[config.mk]
export PLATFORM = sky130hd
export DESIGN_NAME = imufd_assembler
export DESIGN_NICKNAME = d
export VERILOG_FILES = /design/src/rtl/imufd_pkg.sv /design/src/rtl/imufd_assembler.sv
export SDC_FILE = /design/constraint.sdc
export NUM_CORES = 1
export LEC_CHECK = 0
export BUFFER_PORTS_ARGS = -buffer_cell sky130_fd_sc_hd__buf_2
export CORE_ASPECT_RATIO = 1.4
export CORE_MARGIN = 4
export CORE_UTILIZATION = 43
export DETAILED_ROUTE_END_ITERATION = 16
export HOLD_SLACK_MARGIN = 0.1
export PLACE_DENSITY_LB_ADDON = 0.3
export SLEW_MARGIN = 20
export SYNTH_ARGS = -nofsm -noshare
export SYNTH_HDL_FRONTEND = slang
export SYNTH_SLANG_ARGS = --single-unit
export TNS_END_PERCENT = 100
[constraint.sdc]
create_clock -name clk -period 2.65 [get_ports clk]
set_input_delay 0.795 -clock clk [delete_from_list [all_inputs] [get_ports clk]]
set_output_delay 0.795 -clock clk [all_outputs]
set_load 0.005 [all_outputs]
[src/rtl/imufd_pkg.sv]
`timescale 1ns / 1ps

package imufd_pkg;

  // frame bytes
  localparam logic [7:0] HDR_BYTE = 8'h55;
  localparam logic [7:0] TYPE_ACC = 8'h51;
  localparam logic [7:0] TYPE_GYR = 8'h52;
  localparam logic [7:0] TYPE_ANG = 8'h53;

  // byte positions within a frame
  localparam int unsigned POS_W = 4;
  localparam logic [POS_W-1:0] POS_HUNT  = 4'd0;
  localparam logic [POS_W-1:0] POS_TYPE  = 4'd1;
  localparam logic [POS_W-1:0] POS_DATA0 = 4'd2;
  localparam logic [POS_W-1:0] POS_CSUM  = 4'd10;

  // configuration register map
  localparam int unsigned CFG_IDX_W  = 1;
  localparam int unsigned CFG_DATA_W = 16;
  localparam logic [CFG_IDX_W-1:0] CFG_ACCEL_SCALE = 1'b0;
  localparam logic [CFG_IDX_W-1:0] CFG_GYRO_RANGE  = 1'b1;

  localparam int unsigned ACCEL_W = 16;
  localparam int unsigned GYRO_W  = 12;
  localparam logic [ACCEL_W-1:0] ACCEL_SCALE_RST = 16'd40141;
  localparam logic [GYRO_W-1:0]  GYRO_RANGE_RST  = 12'd2000;

  // scaling constants
  localparam logic [16:0] ANGLE_MULT  = 17'd180;
  localparam logic [11:0] TEMP_MULT   = 12'd771;
  localparam logic [17:0] TEMP_OFFSET = 18'd9352;

  // result widths
  localparam int unsigned AXIS_W = 20;
  localparam int unsigned TEMP_W = 17;

  typedef enum logic [1:0] {
    KIND_ACC = 2'd0,
    KIND_GYR = 2'd1,
    KIND_ANG = 2'd2
  } kind_t;

  // completed frame handed from assembler to scaler
  typedef struct packed {
    logic        fire;
    kind_t       kind;
    logic [15:0] x_raw;
    logic [15:0] y_raw;
    logic [15:0] z_raw;
    logic [15:0] t_raw;
  } frame_t;

endpackage

[src/rtl/imufd_assembler.sv]
`timescale 1ns / 1ps

module imufd_assembler (
  input  logic                clk,
  input  logic                rst_n,
  input  logic                in_valid,
  output logic                in_ready,
  input  logic [7:0]          in_rx_byte,
  input  logic                out_busy,
  output imufd_pkg::frame_t   frame
);

  logic [imufd_pkg::POS_W-1:0] pos_r, pos_nxt;
  logic [7:0]                  sum_r, sum_nxt;
  imufd_pkg::kind_t            kind_r, kind_nxt;
  logic [7:0][7:0]             payload_r;
  logic                        xfer;
  logic [2:0]                  data_idx;

  // only a checksum byte needs room in the result register
  assign in_ready = !((pos_r == imufd_pkg::POS_CSUM) && out_busy);
  assign xfer     = in_valid && in_ready;
  assign data_idx = 3'(pos_r - imufd_pkg::POS_DATA0);

  // framing next state
  always_comb begin
    pos_nxt  = pos_r;
    sum_nxt  = sum_r;
    kind_nxt = kind_r;
    if (xfer) begin
      if (pos_r == imufd_pkg::POS_HUNT || pos_r > imufd_pkg::POS_CSUM) begin
        pos_nxt = imufd_pkg::POS_HUNT;
        if (in_rx_byte == imufd_pkg::HDR_BYTE) begin
          sum_nxt = imufd_pkg::HDR_BYTE;
          pos_nxt = imufd_pkg::POS_TYPE;
        end
      end else if (pos_r == imufd_pkg::POS_TYPE) begin
        pos_nxt = imufd_pkg::POS_HUNT;
        case (in_rx_byte)
          imufd_pkg::TYPE_ACC: begin
            kind_nxt = imufd_pkg::KIND_ACC;
            sum_nxt  = sum_r + in_rx_byte;
            pos_nxt  = imufd_pkg::POS_DATA0;
          end
          imufd_pkg::TYPE_GYR: begin
            kind_nxt = imufd_pkg::KIND_GYR;
            sum_nxt  = sum_r + in_rx_byte;
            pos_nxt  = imufd_pkg::POS_DATA0;
          end
          imufd_pkg::TYPE_ANG: begin
            kind_nxt = imufd_pkg::KIND_ANG;
            sum_nxt  = sum_r + in_rx_byte;
            pos_nxt  = imufd_pkg::POS_DATA0;
          end
          default: pos_nxt = imufd_pkg::POS_HUNT;
        endcase
      end else if (pos_r < imufd_pkg::POS_CSUM) begin
        sum_nxt = sum_r + in_rx_byte;
        pos_nxt = pos_r + 1'b1;
      end else begin
        pos_nxt = imufd_pkg::POS_HUNT;
      end
    end
  end

  // control registers
  always_ff @(posedge clk) begin
    if (!rst_n) begin
      pos_r  <= imufd_pkg::POS_HUNT;
      sum_r  <= '0;
      kind_r <= imufd_pkg::KIND_ACC;
    end else begin
      pos_r  <= pos_nxt;
      sum_r  <= sum_nxt;
      kind_r <= kind_nxt;
    end
  end

  // payload capture, data positions only
  always_ff @(posedge clk) begin
    if (xfer && pos_r >= imufd_pkg::POS_DATA0 && pos_r < imufd_pkg::POS_CSUM) begin
      payload_r[data_idx] <= in_rx_byte;
    end
  end

  // frame completes on a matching checksum byte
  always_comb begin
    frame.fire  = xfer && (pos_r == imufd_pkg::POS_CSUM) && (in_rx_byte == sum_r);
    frame.kind  = kind_r;
    frame.x_raw = {payload_r[1], payload_r[0]};
    frame.y_raw = {payload_r[3], payload_r[2]};
    frame.z_raw = {payload_r[5], payload_r[4]};
    frame.t_raw = {payload_r[7], payload_r[6]};
  end

endmodule

==> results.ini, run 1 <==
[clock_network]
post_cts_buffers = 0
h-tree-depth = 3
numCtsBuffers = 9
cts.clk_slew.worst_paths_ns = 0.08
clk_latency_ns = 0.34
cts_buffer_depth = 2
cts.sink_count = 78
root_buffer = clkbuf_8
tritoncts = built

[logic_synthesis]
synth_top_area_share_pct = 62.2
synthArstFlopShare_pct = 0
syn_area_per_cell_sq_um = 14.6
ys_types = 43
yosysWarnings = 0
yosys-top-cells-area = edfxtp_1, dfxtp_1, ha_1
synth-seq-cells = 78
synth_area_sq_mm = 0.00309
netlist.top_cell.by_area = edfxtp_1
yosysSeqAreaShare_pct = 71.3
synth_edf_count = 64
synth_top_flop_cell = edfxtp_1
synth_fp_nets = 236
netlist_instances = 212

[floorplan]
die_area_sq_mm = 0.00862
num_rows = 36
initial_core_util_pct = 44.2
die_x_microns = 79.6
coreArea_sq_mm = 0.00698
die_y_microns = 108
io_pins = 80

[finish]
final_area_sq_mm = 0.00409
drive_gt1_share_pct = 40.8
nFillCells = 560
fin_nets = 350
final_cell_mix = buf_2, edfxtp_1, buf_4, nor2_1, dfxtp_1
regArea_sq_mm = 0.00220
diodes = 0
multiInputGateArea_sq_um = 928
area_delta_synth_final_pct = 32.5
final_core_utilization_pct = 58.6
final_common_cell = buf_2
layoutNonFillerInstCount = 426

[global_routing]
grt-ovfl-total = 0
grt_pass1_wl_mm = 10.6
grt_util_all_layers_pct = 16.9
top_usage_layer = met2
grt_max_degree = 14
use_met2_pct = 28.7
grt_pass1_vias = 1971
antenna_found_initial = 0
grt_use_met3_pct = 3.42
gr-usage-met1_pct = 20.9

[worst_setup_path]
max_stage_delay_ns = 0.28
crit_path_max_fanout = 2
crit_path_end_kind = output pin
crit_required_ns = 1.86
cp-start-kind = primary input
path_cells = buf_4 -> ha_4 -> nor4_4 -> nand4_1 -> nor2_1 -> buf_2
path_class = primary input to output pin
arrival_ns = 1.79
cpMaxStageDelayCell = nor4_4

[route]
drc_errors = 0
vias_per_cell = 5.01
detail-route-antenna-nets = 0
num_vias = 2136
drt_iter0_drc = 148
wirelength_mm = 7.05
drtPass1Iterations = 4
drt-wirelength-per-cell_microns = 16.5

[timing]
fmax_mhz = 386
whs_ns = 0.500
rsz0062_at_grt = false
worst-slew-pin-transition_ns = 0.684
hold_viol_final = 0
period_needed_ns = 2.59
min_period_over_period_pct = 97.7
fin_skew_ns = 0.0113
worst_slew_margin_rel_pct = 54.4
report.final.slew_viol_count = 0
setup_violations = 0

[placed_design]
place_hpwl_mm = 5.09
placed_cells = 410
gp_congestion = 0.899
placed_area_sq_mm = 0.00380
portBuffers = 79

[job]
cap_violations = 0

[run_status]
status = finished, final reports clean

[hold_path]
hold_path_class = flip-flop to flip-flop

[power_and_ir_drop]
irDropWorstVdd_mv = 0.275
power.density_mw_per_mm2 = 587
leakage_nw = 1.56

## kinds of logic (layout without fill, tap and decap cells)
| family | count (synthesis) | count (layout) | share of synthesized area (%) |
|---|---|---|---|
| flip-flops | 78 | 78 | 71.3 |
| AND/OR/NAND/NOR | 65 | 65 | 11.2 |
| AO/OA/AOI/OAI | 36 | 36 | 8.18 |
| adder cells (fa/ha/maj) | 12 | 12 | 5.10 |
| buffers and inverters | 12 | 131 | 1.50 |
| XOR/XNOR | 5 | 5 | 1.42 |
| multiplexers | 4 | 4 | 1.30 |
## power by group
part	leakage [nW]	switching [mW]	internal, mW
registers	0.689	0.00903	1.33
logic	0.767	0.105	0.0868
clock network	0.104	0.407	0.463
## final timing paths
| check | slack (ns) | depth (start not counted) | end | from |
|---|---|---|---|---|
| worst max-delay path | 0.06 | 6 | frame[66] | in_rx_byte[4] |
| worst min-delay path | 0.50 | 2 | sum_r[5] | sum_r[5] |
| worst max register to register | 0.39 | 7 | sum_r[2] | pos_r[1] |
| worst min register to register | 0.50 | 2 | sum_r[5] | sum_r[5] |
## per-stage QoR
step	worst slack, ns	TNS (ns)	power [mW]
after floorplan	0.258	0	1.45
after global placement	-0.102	-0.102	1.54
after detailed placement	-0.0876	-0.0876	1.54
after CTS	0.00182	0	2.40
after global routing	0.00418	0	2.48
final	0.0609	0	2.40
## area by class of cell
cell class / instances / share of cell area, %
Clock buffer: 11 / 3.45
Clock inverter: 5 / 1.41
Inverter: 10 / 0.917
Multi-Input combinational cell: 122 / 22.7
Sequential cell: 78 / 53.8
Tap cell: 95 / 2.90
Timing Repair Buffer: 105 / 14.8
## cells in the mapped netlist, types with 2 or more instances
cell and number:
inv_1 10, o21a_1 2, nand2b_1 6, a21oi_1 9
o21ai_0 11, nor4_1 5, ha_1 11, edfxtp_1 64
nand2_1 8, nand3_1 2, xnor2_1 3, nor2_1 20
a211oi_1 2, dfxtp_1 14, nand4_1 2, nor3_1 11
xor2_1 2, nor2b_1 2, mux2i_1 4
## state kept, by name, summed over array words and instances, names as in the netlist
signal,flops
kind_r,2
frame,64
pos_r,4
sum_r,8
## worst max-delay path: cells and delay by family
family,cells,cell delay [ns]
buffers and inverters,2,0.25
and+or+nand+nor,3,0.52
adders and majority gates,1,0.22
## what timing repair did
item | 4_1_cts | 5_1_grt
endpoints found under the setup margin | 1 | 1
pin swaps | 3 | 5
endpoints found under the hold margin | 0 | 0
gates resized for setup | 5 | 5
hold buffers | 0 | 0
## routing by layer
| layer | vias up | routed length (microns) | part of all wire, % |
|---|---|---|---|
| met4 | 0 | 112 | 1.6 |
| met5 | - | 0 | 0 |
| met3 | 11 | 439 | 6.2 |
| met1 | 1029 | 2820 | 40 |
| met2 | 68 | 3680 | 52 |
| li1 | 1028 | - | - |
Power figures use the tool's default switching activity.
==> run 2, diff against run 1 <==
Settings changed: RECOVER_POWER from default to 100, SKIP_CTS_REPAIR_TIMING from default to 1, SLEW_MARGIN 20 to 25.
==> run 2 against run 1 <==
Compared with the run above: final area fell by 2.5%; sequential power barely moved; cell count unchanged; clock-buffer cell count stayed put; global-route usage down 0.13 points; clock skew is 0.0039 ns higher; critical path type unchanged.
==> results.ini, run 2 (synthesized netlist as in run 1, its figures left out) <==
[run_status]
status = finished, final reports clean

[floorplan]
num_rows = 36
coreArea_sq_mm = 0.00698
initial_core_util_pct = 44.2
die_area_sq_mm = 0.00862
die_y_microns = 108
io_pins = 80
die_x_microns = 79.6

[global_routing]
grt_pass1_vias = 1976
grt-ovfl-total = 0
grt_pass1_wl_mm = 10.5
grt_max_degree = 14
grt_util_all_layers_pct = 16.7
antenna_found_initial = 0

[route]
detail-route-antenna-nets = 0
vias_per_cell = 4.97
drtPass1Iterations = 4
num_vias = 2116
drc_errors = 0
drt_iter0_drc = 151
wirelength_mm = 7.12
drt-wirelength-per-cell_microns = 16.7

[placed_design]
portBuffers = 79
pre_cts_slack_ns = -0.0876
gp_congestion = 0.899
placed_cells = 410
place_hpwl_mm = 5.09

[worst_setup_path]
cpMaxStageDelayCell = nor4_4
path_cells = buf_2 -> ha_4 -> nor4_4 -> nand4_1 -> nor2_1 -> buf_2
max_stage_delay_ns = 0.27
critPathBufInv = 2
cp-start-kind = primary input
crit_path_end_kind = output pin
path_class = primary input to output pin
crit_required_ns = 1.86
arrival_ns = 1.78
crit_path_max_fanout = 2
cp_top_family = simple AND/OR/NAND/NOR gates
critPathMostFrequentCell = buf_2

[finish]
fin_nets = 350
diodes = 0
drive_gt1_share_pct = 27.2
largest_reg_flops = 64
area_delta_synth_final_pct = 29.2
layoutNonFillerInstCount = 426
final_cell_mix = edfxtp_1, buf_2, clkbuf_1, nor2_1, dfxtp_1
final_common_cell = edfxtp_1

[timing]
worst-slew-pin-transition_ns = 1.06
fin_skew_ns = 0.0152
hold_viol_final = 0
whs_ns = 0.499
report.final.slew_viol_count = 0
worst_slew_margin_rel_pct = 28.6
rsz0062_at_grt = false
min_period_over_period_pct = 97.3
period_needed_ns = 2.58
setup_violations = 0
fmax_mhz = 388
fin_ws_ns = 0.0716

[clock_network]
cts.sink_count = 78
numCtsBuffers = 9
clk_latency_ns = 0.34
root_buffer = clkbuf_8
cts.clk_slew.worst_paths_ns = 0.08
tritoncts = built
h-tree-depth = 3
cts_buffer_depth = 2

[power_and_ir_drop]
leakage_nw = 1.42
power.density_mw_per_mm2 = 600
irDropWorstVdd_mv = 0.272

[job]
cap_violations = 0

[hold_path]
hold_path_class = flip-flop to flip-flop

==> run 2: power breakdown <==
part	switching, mW	leakage, nW	total (mW)	internal [mW]
combinational	0.105	0.625	0.183	0.0783
clock	0.407	0.104	0.870	0.463
sequential	0.00893	0.689	1.34	1.33
total	0.521	1.42	2.39	1.87
==> run 2: through the flow <==
step                      TNS, ns  utilization (%)  cell area [sq um]  power [mW]
after floorplan                 0                -               3090        1.45
after global placement     -0.102             54.5               3800        1.54
after detailed placement  -0.0876             54.5               3800        1.54
after CTS                 -0.0920             57.3               4000        2.39
after global routing            0             57.2               3990        2.48
final                           0             57.2               3990        2.39
==> run 2: final cells by class <==
| class | instances | area, sq um |
|---|---|---|
| clock buffer | 11 | 141 |
| clock inverter | 5 | 57.6 |
| fill | 586 | 2990 |
| inverter | 10 | 37.5 |
| multi-input combinational | 122 | 923 |
| sequential | 78 | 2200 |
| tap | 95 | 119 |
| timing repair buffer | 105 | 508 |
==> run 2: worst paths after layout <==
path,cells after the start,from,to,slack [ns]
worst max register to register,5,pos_r[2],frame[5],0.34
worst min-delay path,2,sum_r[5],sum_r[5],0.50
worst max-delay path,6,in_rx_byte[0],frame[66],0.07
worst min register to register,2,sum_r[5],sum_r[5],0.50
==> run 2: metal layers <==
| metal | track usage (%) | vias to the layer above | share of wire [%] |
|---|---|---|---|
| li1 | - | 1030 | - |
| met1 | 20.7 | 1000 | 39 |
| met2 | 28.5 | 77 | 53 |
| met3 | 3.42 | 9 | 6.1 |
| met4 | 6.51 | 0 | 2.0 |
| met5 | 0 | - | 0 |
==> run 2: worst register-to-register path: cells and delay by family, from the launching register on <==
family / cells / cell delay [ns]
AND/OR/NAND/NOR: 4 / 1.24
flip-flops: 1 / 0.52
buffers and inverters: 1 / 0.16
==> run 3, diff against run 2 <==
==> constraint.sdc (replaced) <==
create_clock -name clk -period 2.65 [get_ports clk]
set_input_delay 0.795 -clock clk [delete_from_list [all_inputs] [get_ports clk]]
set_output_delay 0.795 -clock clk [all_outputs]
set_load 0.01 [all_outputs]
==> run 3 against run 2 <==
Compared with the run above: combinational power grew 5%; flip-flop and latch count is the same; sequential share of layout area shrank 0.96 points; worst setup slack lost 0.0019 ns; largest cell class unchanged; critical path depth is the same; clock power shrank 11%; sequential power is essentially flat.
==> results.ini, run 3 (synthesized netlist as in run 1, its figures left out) <==
[timing]
setup_violations = 0
rsz0062_at_grt = true
worst_slew_margin_rel_pct = 49.1
hold_viol_final = 0
worst-slew-pin-transition_ns = 0.760
period_needed_ns = 2.58
fmax_mhz = 388
min_period_over_period_pct = 97.4
fin_skew_ns = 0.00553
report.final.slew_viol_count = 0
whs_ns = 0.487

[finish]
drive_gt1_share_pct = 41.0
area_delta_synth_final_pct = 31.5
fin_nets = 348
diodes = 0
final_common_cell = buf_2
largest_reg_flops = 64
final_area_sq_mm = 0.00406
final_cell_mix = buf_2, edfxtp_1, buf_4, nor2_1, dfxtp_1
nFillCells = 576

[route]
detail-route-antenna-nets = 0
highest_layer = met4
drt-met1-wl_mm = 2.94
drt-wirelength-per-cell_microns = 17.2
wirelength_mm = 7.28
vias_per_cell = 5.06
dr_wl_met3_microns = 408
drc_errors = 0
drt_iter0_drc = 160
met2_length_mm = 3.68
drtPass1Iterations = 4
num_vias = 2145

[run_status]
status = finished, final reports clean

[worst_setup_path]
crit_path_max_fanout = 2
arrival_ns = 1.79
path_class = primary input to output pin
crit_required_ns = 1.86
crit_path_end_kind = output pin
r2r_setup_slack_ns = 0.38
cp-start-kind = primary input
reg2reg_depth = 7
r2r-end = sum_r[3]
r2r-start = pos_r[0]

[floorplan]
num_rows = 36
io_pins = 80
die_x_microns = 79.6
initial_core_util_pct = 44.2
coreArea_sq_mm = 0.00698
die_y_microns = 108
die_area_sq_mm = 0.00862

[clock_network]
h-tree-depth = 3
cts.sink_count = 78
cts.clk_slew.worst_paths_ns = 0.08
numCtsBuffers = 9
tritoncts = built
root_buffer = clkbuf_8
cts_buffer_depth = 2
clk_latency_ns = 0.34

[global_routing]
grt-ovfl-total = 0
grt_pass1_wl_mm = 11.0
grt_util_all_layers_pct = 17.5
grt_max_degree = 15
antenna_found_initial = 0
grt_pass1_vias = 2048

[hold_path]
hold_path_end = sum_r[5]
holdPathStages = 2
hold_path_class = flip-flop to flip-flop
hold_start = sum_r[5]

[placed_design]
portBuffers = 79
gp_congestion = 0.878
placed_area_sq_mm = 0.00379
place_hpwl_mm = 5.13

[job]
cap_violations = 0

[power_and_ir_drop]
irDropWorstVdd_mv = 0.312
power.density_mw_per_mm2 = 567
leakage_nw = 1.53

==> run 3: cell count changes in the layout (fill, tap and decap cells not counted), moves of 3 or more <==
| cell | before | now |
|---|---|---|
| clkbuf_1 | 45 | 0 |
| buf_4 | 9 | 23 |
| buf_2 | 50 | 78 |
| clkinvlp_4 | 0 | 3 |
==> run 3: power breakdown <==
group / internal [mW] / total (mW) / switching, mW
sequential: 1.33 / 1.34 / 0.00858
clock: 0.339 / 0.773 / 0.433
combinational: 0.0854 / 0.193 / 0.107
total: 1.76 / 2.30 / 0.549
==> run 3: stage by stage <==
step | setup slack, ns | setup TNS (ns) | power (mW) | instances | utilization, %
6_report | 0.0697 | 0 | 2.30 | 424 | 58.2
4_1_cts | -0.176 | -0.176 | 2.31 | 424 | 56.7
3_3_place_gp | -0.141 | -0.141 | 1.53 | 408 | 54.2
3_5_place_dp | -0.169 | -0.185 | 1.54 | 408 | 54.2
2_1_floorplan | 0.196 | 0 | 1.45 | 212 | -
5_1_grt | -0.0250 | -0.0250 | 2.40 | 424 | 58.2
==> run 3: metal layers <==
layer,GRT usage (%),vias up
met3,4.33,14
li1,-,1026
met5,0,-
met4,8.35,0
met1,20.9,1038
met2,29.5,67
==> run 3: cell type report <==
| cell class | instances | area (sq um) | area share [%] |
|---|---|---|---|
| flip-flops and latches | 78 | 2200 | 54.3 |
| multi-input cells | 122 | 931 | 22.9 |
| repair buffers | 103 | 598 | 14.7 |
| clock buffers | 9 | 124 | 3.05 |
| well taps | 95 | 119 | 2.93 |
| clock inverters | 7 | 48.8 | 1.20 |
| inverters | 10 | 37.5 | 0.924 |
==> run 3: worst max-delay path, stage by stage <==
cell and delay [ns]:
buf_8 0.10, ha_4 0.22, nor4_4 0.29, nand4_1 0.11, nor2_1 0.12, buf_2 0.14
==> run 3: how the worst max path moves through the flow <==
stage / startpoint / endpoint / slack, ns / cells after the start
2_1_floorplan: in_rx_byte[4] / frame[66] / 0.20 / 4
3_5_place_dp: in_rx_byte[4] / frame[66] / -0.17 / 6
5_1_grt: in_rx_byte[4] / frame[66] / -0.02 / 6
4_1_cts: in_rx_byte[4] / frame[66] / -0.18 / 6
3_3_place_gp: in_rx_byte[4] / frame[66] / -0.14 / 6
6_report: in_rx_byte[4] / frame[66] / 0.07 / 6
